`src/sv/bbpa_pkg.sv`:
```
// Package for the bitmap block pool allocator.
// Holds status and opcode codes, controller states and the command/status bundles.
// No dependencies; the controller, datapath and top level import it.
package bbpa_pkg;

   // Result status codes
   typedef enum logic [1:0] {
      ST_OK       = 2'd0,
      ST_NOFREE   = 2'd1,
      ST_RANGE    = 2'd2,
      ST_NOTALLOC = 2'd3
   } bbpa_status_type;

   // Request opcodes
   typedef enum logic {
      OP_ALLOC = 1'b0,
      OP_FREE  = 1'b1
   } bbpa_op_type;

   // Configuration register indexes (word address bits of paddr)
   localparam logic [1:0] REG_BASE_ADDRESS    = 2'd0;
   localparam logic [1:0] REG_BLOCK_SIZE_LOG2 = 2'd1;
   localparam logic [1:0] REG_POOL_BLOCKS     = 2'd2;

   localparam int PADDR_W = 4;

   // Controller states
   typedef enum logic [3:0] {
      S_IDLE,
      S_ALLOC_READ,
      S_ALLOC_CHECK,
      S_ALLOC_GRANT,
      S_FREE_OFFSET,
      S_FREE_INDEX,
      S_FREE_SEEK,
      S_FREE_CHECK,
      S_DONE
   } bbpa_state_type;

   // Controller to datapath commands
   typedef struct packed {
      logic            capture;
      logic            mem_read;
      logic            advance;
      logic            set_bit;
      logic            clear_bit;
      logic            calc_offset;
      logic            calc_index;
      logic            grant_calc;
      logic            result_load;
      bbpa_status_type result_code;
      logic            out_load;
   } bbpa_cmd_type;

   // Datapath to controller status
   typedef struct packed {
      logic scan_done;
      logic found;
      logic in_range;
      logic word_hit;
      logic bit_set;
      logic out_free;
   } bbpa_stat_type;

endpackage

```
`src/sv/bbpa_req_if.sv`:
```
// Request channel of the bitmap block pool allocator.
// Carries valid/ready and the request payload; no dependencies.
interface bbpa_req_if;
   logic        valid;
   logic        ready;
   logic        opcode;
   logic [31:0] block_address;

   modport source (output valid, output opcode, output block_address, input ready);
   modport sink   (input valid, input opcode, input block_address, output ready);
endinterface

```
`src/sv/bbpa_rsp_if.sv`:
```
// Response channel of the bitmap block pool allocator.
// Carries valid/ready and the result payload; no dependencies.
interface bbpa_rsp_if;
   logic        valid;
   logic        ready;
   logic [1:0]  status;
   logic [31:0] granted_address;

   modport source (output valid, output status, output granted_address, input ready);
   modport sink   (input valid, input status, input granted_address, output ready);
endinterface

```
`src/sv/bbpa_ctrl.sv`:
```
// Controller of the bitmap block pool allocator: sequences allocate and free.
// Depends on bbpa_pkg for states and the command/status bundles.
module bbpa_ctrl (
   input  logic                  clock,
   input  logic                  reset,
   input  logic                  req_valid,
   input  logic                  req_is_free,
   output logic                  req_ready,
   input  bbpa_pkg::bbpa_stat_type stat,
   output bbpa_pkg::bbpa_cmd_type  cmd
);
   import bbpa_pkg::*;

   bbpa_state_type state_ff;
   bbpa_state_type state_in;

   // State register
   always_ff @(posedge clock) begin
      if (reset) begin
         state_ff <= S_IDLE;
      end else begin
         state_ff <= state_in;
      end
   end

   // Next state and commands
   always_comb begin
      cmd       = '0;
      state_in  = state_ff;
      req_ready = 1'b0;
      unique case (state_ff)
         S_IDLE: begin
            req_ready = 1'b1;
            if (req_valid) begin
               cmd.capture = 1'b1;
               state_in    = req_is_free ? S_FREE_OFFSET : S_ALLOC_READ;
            end
         end
         S_ALLOC_READ: begin
            if (stat.scan_done) begin
               cmd.result_load = 1'b1;
               cmd.result_code = ST_NOFREE;
               state_in        = S_DONE;
            end else begin
               cmd.mem_read = 1'b1;
               state_in     = S_ALLOC_CHECK;
            end
         end
         S_ALLOC_CHECK: begin
            if (stat.found) begin
               cmd.set_bit = 1'b1;
               state_in    = S_ALLOC_GRANT;
            end else begin
               cmd.advance = 1'b1;
               state_in    = S_ALLOC_READ;
            end
         end
         S_ALLOC_GRANT: begin
            cmd.grant_calc = 1'b1;
            state_in       = S_DONE;
         end
         S_FREE_OFFSET: begin
            cmd.calc_offset = 1'b1;
            state_in        = S_FREE_INDEX;
         end
         S_FREE_INDEX: begin
            cmd.calc_index = 1'b1;
            if (stat.in_range) begin
               state_in = S_FREE_SEEK;
            end else begin
               cmd.result_load = 1'b1;
               cmd.result_code = ST_RANGE;
               state_in        = S_DONE;
            end
         end
         S_FREE_SEEK: begin
            if (stat.word_hit) begin
               cmd.mem_read = 1'b1;
               state_in     = S_FREE_CHECK;
            end else begin
               cmd.advance = 1'b1;
            end
         end
         S_FREE_CHECK: begin
            cmd.result_load = 1'b1;
            if (stat.bit_set) begin
               cmd.clear_bit   = 1'b1;
               cmd.result_code = ST_OK;
            end else begin
               cmd.result_code = ST_NOTALLOC;
            end
            state_in = S_DONE;
         end
         S_DONE: begin
            if (stat.out_free) begin
               cmd.out_load = 1'b1;
               state_in     = S_IDLE;
            end
         end
         default: begin
            state_in = S_IDLE;
         end
      endcase
   end

endmodule

```
`src/sv/bbpa_datapath.sv`:
```
// Datapath of the bitmap block pool allocator: bitmap memory, word scan,
// address arithmetic, result and output registers. Depends on bbpa_pkg.
module bbpa_datapath #(
   parameter int MAP_WORDS = 8,
   parameter int WORD_BITS = 32
) (
   input  logic                    clock,
   input  logic                    reset,
   input  bbpa_pkg::bbpa_cmd_type  cmd,
   output bbpa_pkg::bbpa_stat_type stat,
   input  logic [31:0]             base_address,
   input  logic [3:0]              block_size_log2,
   input  logic [8:0]              pool_blocks,
   input  logic [31:0]             req_block_address,
   input  logic                    rsp_ready,
   output logic                    rsp_valid,
   output logic [1:0]              rsp_status,
   output logic [31:0]             rsp_granted_address
);
   import bbpa_pkg::*;

   localparam int CAPACITY = MAP_WORDS * WORD_BITS;
   localparam int CNT_W    = $clog2(CAPACITY + 1);
   localparam int WADDR_W  = (MAP_WORDS > 1) ? $clog2(MAP_WORDS) : 1;
   localparam int BIT_W    = $clog2(WORD_BITS);

   // Bitmap storage; a word never written reads as all free
   logic [WORD_BITS-1:0] bitmap_mem [MAP_WORDS];
   logic [MAP_WORDS-1:0] map_valid_ff;

   logic [31:0]          addr_ff;
   logic [31:0]          off_ff;
   logic [CNT_W-1:0]     idx_ff;
   logic [WADDR_W-1:0]   word_ptr_ff;
   logic [CNT_W-1:0]     word_base_ff;
   logic [CNT_W-1:0]     rem_ff;
   logic [WORD_BITS-1:0] rd_data_ff;
   logic                 rd_valid_ff;
   logic [CNT_W-1:0]     grant_idx_ff;
   bbpa_status_type      res_status_ff;
   logic [31:0]          res_addr_ff;
   logic                 out_valid_ff;
   logic [1:0]           out_status_ff;
   logic [31:0]          out_addr_ff;

   logic [CNT_W-1:0]     limit;
   logic [WORD_BITS-1:0] cur_word;
   logic [WORD_BITS-1:0] free_vec;
   logic                 found;
   logic [BIT_W-1:0]     pos;
   logic [BIT_W-1:0]     bit_pos;
   logic [31:0]          idx_wide;
   logic [CNT_W:0]       word_end;
   logic                 wr_en;
   logic [WORD_BITS-1:0] wr_data;

   // Usable pool size: the smaller of the register and the bitmap capacity
   assign limit = (32'(pool_blocks) > 32'(CAPACITY)) ? CNT_W'(CAPACITY)
                                                     : CNT_W'(pool_blocks);

   assign cur_word = rd_valid_ff ? rd_data_ff : '0;

   // Lowest clear bit of the current word that still lies inside the pool
   always_comb begin
      found = 1'b0;
      pos   = '0;
      for (int j = 0; j < WORD_BITS; j++) begin
         free_vec[j] = !cur_word[j] && (CNT_W'(j) < rem_ff);
      end
      for (int j = WORD_BITS - 1; j >= 0; j--) begin
         if (free_vec[j]) begin
            found = 1'b1;
            pos   = BIT_W'(j);
         end
      end
   end

   // Free path: block index and its place in the current word
   assign idx_wide = off_ff >> block_size_log2;
   assign word_end = {1'b0, word_base_ff} + (CNT_W + 1)'(WORD_BITS);
   assign bit_pos  = BIT_W'(idx_ff - word_base_ff);

   always_comb begin
      stat.scan_done = (word_base_ff >= limit);
      stat.found     = found;
      stat.in_range  = (idx_wide < 32'(limit));
      stat.word_hit  = ({1'b0, idx_ff} < word_end);
      stat.bit_set   = cur_word[bit_pos];
      stat.out_free  = !out_valid_ff || rsp_ready;
   end

   // Word update: set the claimed bit or clear the freed bit
   assign wr_en   = cmd.set_bit || cmd.clear_bit;
   assign wr_data = cmd.set_bit ? (cur_word | (WORD_BITS'(1) << pos))
                                : (cur_word & ~(WORD_BITS'(1) << bit_pos));

   always_ff @(posedge clock) begin
      if (wr_en) begin
         bitmap_mem[word_ptr_ff] <= wr_data;
      end
      if (cmd.mem_read) begin
         rd_data_ff  <= bitmap_mem[word_ptr_ff];
         rd_valid_ff <= map_valid_ff[word_ptr_ff];
      end
   end

   // Written-word flags; reset marks the whole bitmap free
   always_ff @(posedge clock) begin
      if (reset) begin
         map_valid_ff <= '0;
      end else if (wr_en) begin
         map_valid_ff[word_ptr_ff] <= 1'b1;
      end
   end

   // Scan position and address arithmetic
   always_ff @(posedge clock) begin
      if (cmd.capture) begin
         addr_ff      <= req_block_address;
         word_ptr_ff  <= '0;
         word_base_ff <= '0;
      end else if (cmd.advance) begin
         word_ptr_ff  <= word_ptr_ff + WADDR_W'(1);
         word_base_ff <= word_base_ff + CNT_W'(WORD_BITS);
      end
      if (cmd.mem_read) begin
         rem_ff <= limit - word_base_ff;
      end
      if (cmd.set_bit) begin
         grant_idx_ff <= word_base_ff + CNT_W'(pos);
      end
      if (cmd.calc_offset) begin
         off_ff <= addr_ff - base_address;
      end
      if (cmd.calc_index) begin
         idx_ff <= idx_wide[CNT_W-1:0];
      end
      if (cmd.grant_calc) begin
         res_status_ff <= ST_OK;
         res_addr_ff   <= base_address + (32'(grant_idx_ff) << block_size_log2);
      end else if (cmd.result_load) begin
         res_status_ff <= cmd.result_code;
         res_addr_ff   <= '0;
      end
   end

   // Output register: hold the result until the transfer completes
   always_ff @(posedge clock) begin
      if (reset) begin
         out_valid_ff <= 1'b0;
      end else if (cmd.out_load) begin
         out_valid_ff <= 1'b1;
      end else if (rsp_ready) begin
         out_valid_ff <= 1'b0;
      end
   end

   always_ff @(posedge clock) begin
      if (cmd.out_load) begin
         out_status_ff <= res_status_ff;
         out_addr_ff   <= res_addr_ff;
      end
   end

   assign rsp_valid           = out_valid_ff;
   assign rsp_status          = out_status_ff;
   assign rsp_granted_address = out_addr_ff;

endmodule

```
`src/sv/bitmap_block_pool_allocator.sv`:
```
// Top level of the bitmap block pool allocator: configuration registers,
// controller and datapath. Depends on bbpa_pkg, bbpa_req_if, bbpa_rsp_if,
// bbpa_ctrl and bbpa_datapath.
//
// Fixed-block pool allocator with one bitmap bit per block. An allocate
// claims the lowest free block below min(pool_blocks, MAP_WORDS*WORD_BITS)
// and returns base_address + (index << block_size_log2); a free maps the
// address back to an index, checks range and allocation, and clears the bit.
// One request is in flight at a time. The bitmap lives in a one-port memory of
// MAP_WORDS words read one word per access, so an allocate reads the words in
// turn until one holds a free block, or until every word that starts below
// the pool size has been read when none is free. A free steps over the words
// before the block's word, then reads that word and checks its bit; an address
// outside the pool is refused before any word is read. While the output
// register is still occupied, the finished result waits until the previous
// one has been taken. A finished result sits in an output register, so a new
// request is taken while it waits. Reset marks every block free at once;
// configuration is at 0x0 base_address, 0x4 block_size_log2, 0x8 pool_blocks
// and must be written only while the block is idle.
module bitmap_block_pool_allocator #(
   parameter int MAP_WORDS = 8,
   parameter int WORD_BITS = 32
) (
   input  logic                          clock,
   input  logic                          reset,
   bbpa_req_if.sink                      req_bus,
   bbpa_rsp_if.source                    rsp_bus,
   input  logic                          psel,
   input  logic                          penable,
   input  logic                          pwrite,
   input  logic [bbpa_pkg::PADDR_W-1:0]  paddr,
   input  logic [31:0]                   pwdata,
   output logic [31:0]                   prdata,
   output logic                          pready
);
   import bbpa_pkg::*;

   logic [31:0] base_address_ff;
   logic [3:0]  block_size_log2_ff;
   logic [8:0]  pool_blocks_ff;
   logic        csr_write;

   bbpa_cmd_type  cmd;
   bbpa_stat_type stat;

   assign pready    = 1'b1;
   assign csr_write = psel && penable && pwrite && pready;

   // Configuration register writes
   always_ff @(posedge clock) begin
      if (reset) begin
         base_address_ff    <= 32'd0;
         block_size_log2_ff <= 4'd2;
         pool_blocks_ff     <= 9'd0;
      end else if (csr_write) begin
         unique case (paddr[3:2])
            REG_BASE_ADDRESS:    base_address_ff    <= pwdata;
            REG_BLOCK_SIZE_LOG2: block_size_log2_ff <= pwdata[3:0];
            REG_POOL_BLOCKS:     pool_blocks_ff     <= pwdata[8:0];
            default: begin
            end
         endcase
      end
   end

   // Configuration readback
   always_comb begin
      unique case (paddr[3:2])
         REG_BASE_ADDRESS:    prdata = base_address_ff;
         REG_BLOCK_SIZE_LOG2: prdata = {28'd0, block_size_log2_ff};
         REG_POOL_BLOCKS:     prdata = {23'd0, pool_blocks_ff};
         default:             prdata = 32'd0;
      endcase
   end

   bbpa_ctrl u_ctrl (
      .clock       (clock),
      .reset       (reset),
      .req_valid   (req_bus.valid),
      .req_is_free (req_bus.opcode == OP_FREE),
      .req_ready   (req_bus.ready),
      .stat        (stat),
      .cmd         (cmd)
   );

   bbpa_datapath #(
      .MAP_WORDS (MAP_WORDS),
      .WORD_BITS (WORD_BITS)
   ) u_datapath (
      .clock               (clock),
      .reset               (reset),
      .cmd                 (cmd),
      .stat                (stat),
      .base_address        (base_address_ff),
      .block_size_log2     (block_size_log2_ff),
      .pool_blocks         (pool_blocks_ff),
      .req_block_address   (req_bus.block_address),
      .rsp_ready           (rsp_bus.ready),
      .rsp_valid           (rsp_bus.valid),
      .rsp_status          (rsp_bus.status),
      .rsp_granted_address (rsp_bus.granted_address)
   );

`ifndef ASSERT_OFF
   // Only one request in flight: no accept in the cycle after an accept
   a_one_in_flight: assert property (@(posedge clock) disable iff (reset)
      req_bus.valid && req_bus.ready |=> !req_bus.ready)
      else $error("request accepted while another is in flight");

   // Failed requests carry a zero address (a successful free also returns zero)
   a_zero_address: assert property (@(posedge clock) disable iff (reset)
      rsp_bus.valid && (rsp_bus.status != 2'(ST_OK)) |->
      rsp_bus.granted_address == 32'd0)
      else $error("nonzero address on a failed response");

   // A result is moved to the output only when the output slot is free
   a_out_load_free: assert property (@(posedge clock) disable iff (reset)
      cmd.out_load |-> stat.out_free)
      else $error("output register overwritten");

   // No bitmap update while a new request is being taken
   a_no_write_on_accept: assert property (@(posedge clock) disable iff (reset)
      req_bus.valid && req_bus.ready |-> !(cmd.set_bit || cmd.clear_bit))
      else $error("bitmap written during request accept");
`endif

endmodule
```
`src/flat_wrapper.sv`:
```
// flat-port wrapper written by rule: the top's interface ports become plain ports
module bitmap_block_pool_allocator_flat import bbpa_pkg::*;
#(
   parameter int MAP_WORDS = 8,
   parameter int WORD_BITS = 32
)
  (clock, reset, psel, penable, pwrite, paddr, pwdata, prdata, pready, req_bus_valid, req_bus_opcode, req_bus_block_address, req_bus_ready, rsp_bus_valid, rsp_bus_status, rsp_bus_granted_address, rsp_bus_ready);
  bbpa_req_if req_bus_i ();
  bbpa_rsp_if rsp_bus_i ();
  input  logic clock;
  input  logic reset;
  input  logic psel;
  input  logic penable;
  input  logic pwrite;
  input  logic [bbpa_pkg::PADDR_W-1:0] paddr;
  input  logic [31:0] pwdata;
  output logic [31:0] prdata;
  output logic pready;
  input wire logic [$bits(req_bus_i.valid)-1:0] req_bus_valid;
  input wire logic [$bits(req_bus_i.opcode)-1:0] req_bus_opcode;
  input wire logic [$bits(req_bus_i.block_address)-1:0] req_bus_block_address;
  output wire logic [$bits(req_bus_i.ready)-1:0] req_bus_ready;
  output wire logic [$bits(rsp_bus_i.valid)-1:0] rsp_bus_valid;
  output wire logic [$bits(rsp_bus_i.status)-1:0] rsp_bus_status;
  output wire logic [$bits(rsp_bus_i.granted_address)-1:0] rsp_bus_granted_address;
  input wire logic [$bits(rsp_bus_i.ready)-1:0] rsp_bus_ready;
  assign req_bus_i.valid = req_bus_valid;
  assign req_bus_i.opcode = req_bus_opcode;
  assign req_bus_i.block_address = req_bus_block_address;
  assign req_bus_ready = req_bus_i.ready;
  assign rsp_bus_valid = rsp_bus_i.valid;
  assign rsp_bus_status = rsp_bus_i.status;
  assign rsp_bus_granted_address = rsp_bus_i.granted_address;
  assign rsp_bus_i.ready = rsp_bus_ready;
  bitmap_block_pool_allocator #(.MAP_WORDS(MAP_WORDS), .WORD_BITS(WORD_BITS)) u_core (.clock(clock), .reset(reset), .req_bus(req_bus_i), .rsp_bus(rsp_bus_i), .psel(psel), .penable(penable), .pwrite(pwrite), .paddr(paddr), .pwdata(pwdata), .prdata(prdata), .pready(pready));
endmodule
```
`config.mk`:
```
export PLATFORM = sky130hd
export DESIGN_NAME = bitmap_block_pool_allocator_flat
export DESIGN_NICKNAME = d
export VERILOG_FILES = /design/src/sv/bbpa_pkg.sv /design/src/sv/bbpa_req_if.sv /design/src/sv/bbpa_rsp_if.sv /design/src/sv/bbpa_ctrl.sv /design/src/sv/bbpa_datapath.sv /design/src/sv/bitmap_block_pool_allocator.sv /design/src/flat_wrapper.sv
export SDC_FILE = /design/constraint.sdc
export NUM_CORES = 1
export LEC_CHECK = 0
export ABC_CLOCK_PERIOD_IN_PS = 5500
export BUFFER_PORTS_ARGS = -buffer_cell sky130_fd_sc_hd__buf_2
export CORE_AREA = 2 2 206 208
export DETAILED_ROUTE_END_ITERATION = 8
export DIE_AREA = 0 0 208 210
export GPL_TIMING_DRIVEN = 0
export PLACE_DENSITY = 0.8
export REMOVE_ABC_BUFFERS = 1
export SYNTH_ARGS = -nofsm -noshare
export SYNTH_HDL_FRONTEND = slang
export SYNTH_SLANG_ARGS = --single-unit
```
`constraint.sdc`:
```
create_clock -name clock -period 5.5 [get_ports clock]
set_input_delay 0.825 -clock clock [delete_from_list [all_inputs] [get_ports clock]]
set_output_delay 0.825 -clock clock [all_outputs]
set_load 0.005 [all_outputs]
```
Word-level counts from Yosys, hierarchy flattened
Memory sizes are Yosys's and may differ from the RTL's. A register that Yosys moved wholly into a read port is not among the register bits.
Index checks and enable logic that the tools add are counted.

operators by class
  order comparisons = 39
  reductions and logical operators = 79
  equality and inequality tests = 13
  bitwise operators = 4
  mux-type cells = 110
  add/subtract/negate cells = 8
  shift-type cells = 4

operators with widths
  cell                                                        number
  2-to-1 mux 5 bit                                            32
  less-than comparator 5 x 9 -> 1 bit (first input constant)  16
  2-to-1 mux 32 bit                                           4
  case mux 32 bit (3 select lines)                            1
  less-than comparator 4 x 9 -> 1 bit (first input constant)  8
  << shifter 1 x 5 -> 32 bit (first input constant)           2
  2-to-1 mux 1 bit                                            55
  less-than comparator 3 x 9 -> 1 bit (first input constant)  4
  logical AND 1 bit                                           35
  zero test 1 bit                                             33
  adder 32 bit                                                1
  AND 32 bit                                                  1
  less-than comparator 32 x 9 -> 1 bit                        1
  inverter 32 bit                                             1
  bitwise OR 32 bit                                           1
  case mux 4 bit (8 select lines)                             1
  << shifter 9 x 4 -> 32 bit                                  1
  >> shifter 32 x 4 -> 32 bit                                 1
  subtractor 32 bit                                           1
  2-to-1 mux 4 bit                                            5
  less-than comparator 1 x 9 -> 1 bit (first input constant)  2
  less-than comparator 2 x 9 -> 1 bit (first input constant)  2
  == test 4 x 3 -> 1 bit (second input constant)              4
  adder 9 x 6 -> 10 bit (second input constant)               1
  34 further kinds                                            44

storage, ports and cells
  memories = 1
  input bits = 76
  flip-flop bits (word level) = 230
  memory bits (writable) = 256

memories
  memory                        depth  width  rd ports  clocked after memory_dff  write ports  RTL line             source
  u_core.u_datapath.bitmap_mem  8      32     1         1                         1            bbpa_datapath.sv:28  logic [WORD_BITS-1:0] bitmap_mem [MAP_WORDS];

Longest topological paths before layout
  depth in word-level cells = 40
  depth in mapped cells = 20
  mapped depth without buffers = 17

Cells and area by module
From an unflattened synthesis, not the netlist that was laid out.

unflattened totals
  cell total of the unflattened synthesis = 2099
  area, all modules = 25359.3 um2

modules (own cells, without submodules)
  module                       seq. area each (um2)  times used  cells each  area each (um2)
  bbpa_datapath                13753.2               1           1807        22688.0
  bitmap_block_pool_allocator  900.9                 1           237         2269.7
  bbpa_ctrl                    80.1                  1           55          401.6

Worst setup path before layout
Ideal clock, no wire load.

  kind = register -> register
  start = register u_core.block_size_log2_ff[1]
  end = register u_core.u_datapath.res_addr_ff[0], enable pin
  cell stages (with the launch flop) = 14
  required time = 5070 ps
  arrival time = 4534 ps
  setup slack = 537 ps
  cell sequence = dfxtp_1 > clkbuf_1 > clkbuf_1 > clkbuf_1 > clkbuf_1 > mux2i_1 > a21oi_1 > mux4_2 > ha_1 > nand4_1 > o31a_1 > o211a_1 > nor2b_1 > o21bai_1

on the way
  longest elaborated chain between the ends = 5

RTL lines
  element                               RTL line                           source
  from (decl)                           bitmap_block_pool_allocator.sv:39  logic [3:0] block_size_log2_ff;
  from (signal assigned)                bitmap_block_pool_allocator.sv:58  REG_BLOCK_SIZE_LOG2: block_size_log2_ff <= pwdata[3:0];
  >> shifter 32 x 4 -> 32 bit           bbpa_datapath.sv:79                assign idx_wide = off_ff >> block_size_log2;
  net u_core.u_datapath.idx_wide[7]     bbpa_datapath.sv:52                logic [31:0] idx_wide;
  less-than comparator 32 x 9 -> 1 bit  bbpa_datapath.sv:86                stat.in_range = (idx_wide < 32'(limit));
  2-to-1 mux 3 bit                      bbpa_ctrl.sv:68                    if (stat.in_range) begin
  case mux 3 bit (3 select lines)       bbpa_ctrl.sv:31                    unique case (state_ff)
  nonzero test 2 bit (no source line)   -
  to (signal assigned)                  bbpa_datapath.sv:140               res_addr_ff <= base_address + (32'(grant_idx_ff) << block_size_log2);
  to (decl)                             bbpa_datapath.sv:41                logic [31:0] res_addr_ff;

The timed path passes the listed nets, and every way through them passes these cells.
A chain may end at the register's enable or synchronous reset.

Worst setup path in the final report
  start = register u_core.block_size_log2_ff[2]
  end = register u_core.u_datapath.res_addr_ff[29], data pin

on the way
  longest elaborated chain between the ends = 3

RTL lines
  element                     RTL line              source
  << shifter 9 x 4 -> 32 bit  bbpa_datapath.sv:140
  adder 32 bit                bbpa_datapath.sv:140
  2-to-1 mux 32 bit           bbpa_datapath.sv:138  if (cmd.grant_calc) begin

No other way between the ends.

==> out/metrics.csv <==
metric,value,unit
min_period,5.047,ns
fin_crit_sh,0.9176,
antenna_found_initial,2,
relSlewSlack,0.2096,
critPathMaxFanout,29,
ios,145,
post_drt_wl_per_cell,23.79,um
ctsLongestPathBuffers,3,
report.power.total,8.372,mW
maxSlewViolCount,0,
synth_seq_cells,513,
synth_seq_area_share,0.5964,
mostFrequentLayoutCell,edfxtp_1,
fin_skew,0.01794,ns
synth_top_area_frac,0.5421,
worst_pin_slew,1.182,ns
hold_class,in -> reg,
core_area,0.04148,mm2
power.density,300.4,mW/mm2
cts_resized,0,
maxCapViolCount,0,
postCtsSetupRepairBufs,0,
globalplace.congestion,0.9731,
grt_max_degree,57,
crit_path_start_kind,register,
synth-edff-count,446,
synthFlopType,edfxtp_1,
routed_wl,65770,um
status,"finished, final reports clean",
netlist-cell-type-count,82,
grt_pass1_wl,99970,um
route.detailed.drc,0,
leakage,9.666,nW
rows,75,
dpl.hpwl,45890,um
yosysTopAreaCell,edfxtp_1,
area_growth,12.82,%
grt_pass1_vias,17280,
async_flop_share,0,
die_h,210,um
worstSetupEndpointType,register,
crit_arrival,5.47,ns
antenna_left,0,
fmax,198.1,MHz
synthAdderAreaFrac,0.03890,
rsz0062_at_grt,false,
finalNetCount,2333,
vias,18170,
dieArea,0.04368,mm2
synth_area,0.02470,mm2
post-route-util,0.6720,
setup_viol,0,
hold_slack,0.3809,ns
clk_latency,0.62,ns
synth_compound_area_frac,0.1468,
postCtsHoldBufs,0,
die_w,208,um
place_ws,0.3170,ns
final_cell_mix,"edfxtp_1 (446), nand2_1 (177), nor2_1 (148), buf_2 (141), a22oi_1 (134)",
h-tree-depth,2,
track_usage,0.2969,
via_per_inst,6.573,
grt.overflow.total,0,
synth_top_family_by_area,compound AO/OA/AOI/OAI gates,
crit_required,5.92,ns
crit_type,reg -> reg,
portBuffers,141,
synth_area_leaders,"edfxtp_1 (54%), dfxtp_1 (5.4%), a22oi_1 (4.1%)",
syn_avg_cell_area,11.93,um2
drtPass1Iterations,6,
syn-instance-count,2070,
root_buffer,clkbuf_16,
cts_sinks,513,
cts-buffers-inserted,49,
worst_slack,0.4531,ns
drt_iter0_drc,2670,
synthMuxAreaShare,0.04639,
ys_warn_count,0,
yosys.area_share.simple,0.1225,
hold_viol_final,0,
clk_pin_slew,0.07,ns
vdd_drop_max,0.2312,mV
cts_tree,done,
layout-drive-gt1-share,0.1472,
start_util,0.5956,
synth_xor_area_frac,0.01985,
## final cells by class
class / instances / area, um2
antenna: 3 / 7.507
clock buffer: 60 / 1277
clock inverter: 31 / 311.5
fill: 2996 / 13610
inverter: 76 / 289.0
multi-input combinational: 1371 / 9356
sequential: 513 / 14740
tap: 539 / 674.4
timing repair buffer: 171 / 1219
## sequential cells by signal, indices dropped and copies added, names as in the netlist
signal / cells
u_core.u_datapath.res_addr_ff: 32
u_core.u_datapath.grant_idx_ff: 9
u_core.block_size_log2_ff: 4
u_core.u_datapath.addr_ff: 32
u_core.u_datapath.rsp_granted_address: 32
u_core.u_datapath.rd_data_ff: 32
u_core.u_datapath.rsp_valid: 1
u_core.u_datapath.idx_ff: 9
u_core.u_datapath.off_ff: 32
u_core.u_datapath.rd_valid_ff: 1
u_core.base_address_ff: 32
u_core.u_datapath.rem_ff: 9
u_core.u_datapath.res_status_ff: 2
u_core.pool_blocks_ff: 9
u_core.u_ctrl.state_ff: 4
u_core.u_datapath.word_ptr_ff: 3
u_core.u_datapath.map_valid_ff: 8
u_core.u_datapath.word_base_ff: 4
u_core.u_datapath.rsp_status: 2
u_core.u_datapath.bitmap_mem: 256
## logic make-up (layout without fill, tap and decap cells)
| kind of cell | Yosys count | count (layout) |
|---|---|---|
| AOI/OAI and AO/OA | 542 | 542 |
| xor gates and xnor gates | 56 | 56 |
| adders and majority gates | 75 | 75 |
| buffers and inverters | 186 | 338 |
| DFF | 513 | 513 |
| muxes | 75 | 75 |
| other | 1 | 4 |
| and+or+nand+nor | 622 | 622 |
## cells in the mapped netlist (all sizes together) (41+ instances only)
| cell | count |
|---|---|
| nand3 | 41 |
| ha | 72 |
| dfxtp | 67 |
| edfxtp | 446 |
| a21oi | 122 |
| clkbuf | 94 |
| a22oi | 134 |
| nor2 | 150 |
| inv | 75 |
| nand4 | 44 |
| o21ai | 89 |
| nand2 | 177 |
| nor3 | 61 |
## per-layer routing
metal / global-route usage / vias up / share of wire
met5: 0 / - / 0
met1: 0.4373 / 8791 / 0.41
li1: - / 8137 / -
met4: 0.09367 / 0 / 0.025
met2: 0.4475 / 1092 / 0.45
met3: 0.06079 / 147 / 0.11
## report_power, final
| group | switching [mW] | internal [mW] | total [mW] |
|---|---|---|---|
| clock network | 1.49 | 1.86 | 3.35 |
| logic | 0.356 | 0.248 | 0.604 |
| registers | 0.0738 | 4.34 | 4.42 |
| total | 1.92 | 6.45 | 8.37 |
## critical path, stage by stage, from the launching register on
cell and delay, ns:
dfxtp_1 1.07, clkinvlp_4 0.70, mux2i_1 0.33, o32ai_1 0.15, ha_1 0.41, nand2_1 0.07, o21ai_0 0.35, nor2_1 0.11
a211oi_1 0.46, nor3_1 0.11, o21ai_0 0.32, a21oi_1 0.22, or3_1 0.34, a21oi_1 0.18
## worst paths after layout
| check | start | to | slack [ns] | cells after the start |
|---|---|---|---|---|
| worst max-delay path | u_core.block_size_log2_ff[2] | u_core.u_datapath.res_addr_ff[29] | 0.45 | 13 |
| worst min-delay path | req_bus_block_address[10] | u_core.u_datapath.addr_ff[10] | 0.38 | 1 |
| worst max register to register | u_core.block_size_log2_ff[2] | u_core.u_datapath.res_addr_ff[29] | 0.45 | 13 |
| worst min register to register | u_core.u_datapath.res_addr_ff[15] | u_core.u_datapath.rsp_granted_address[15] | 0.42 | 0 |
## stage by stage
stage	area [um2]	instances	setup TNS (ns)
final	27870	2764	0
after detailed placement	26260	2670	0
after global placement	25650	2640	-353.43
after CTS	27850	2761	0
after floorplan	24270	1960	0
after global routing	27870	2763	0
No activity file was read; power rests on OpenSTA's default activity.
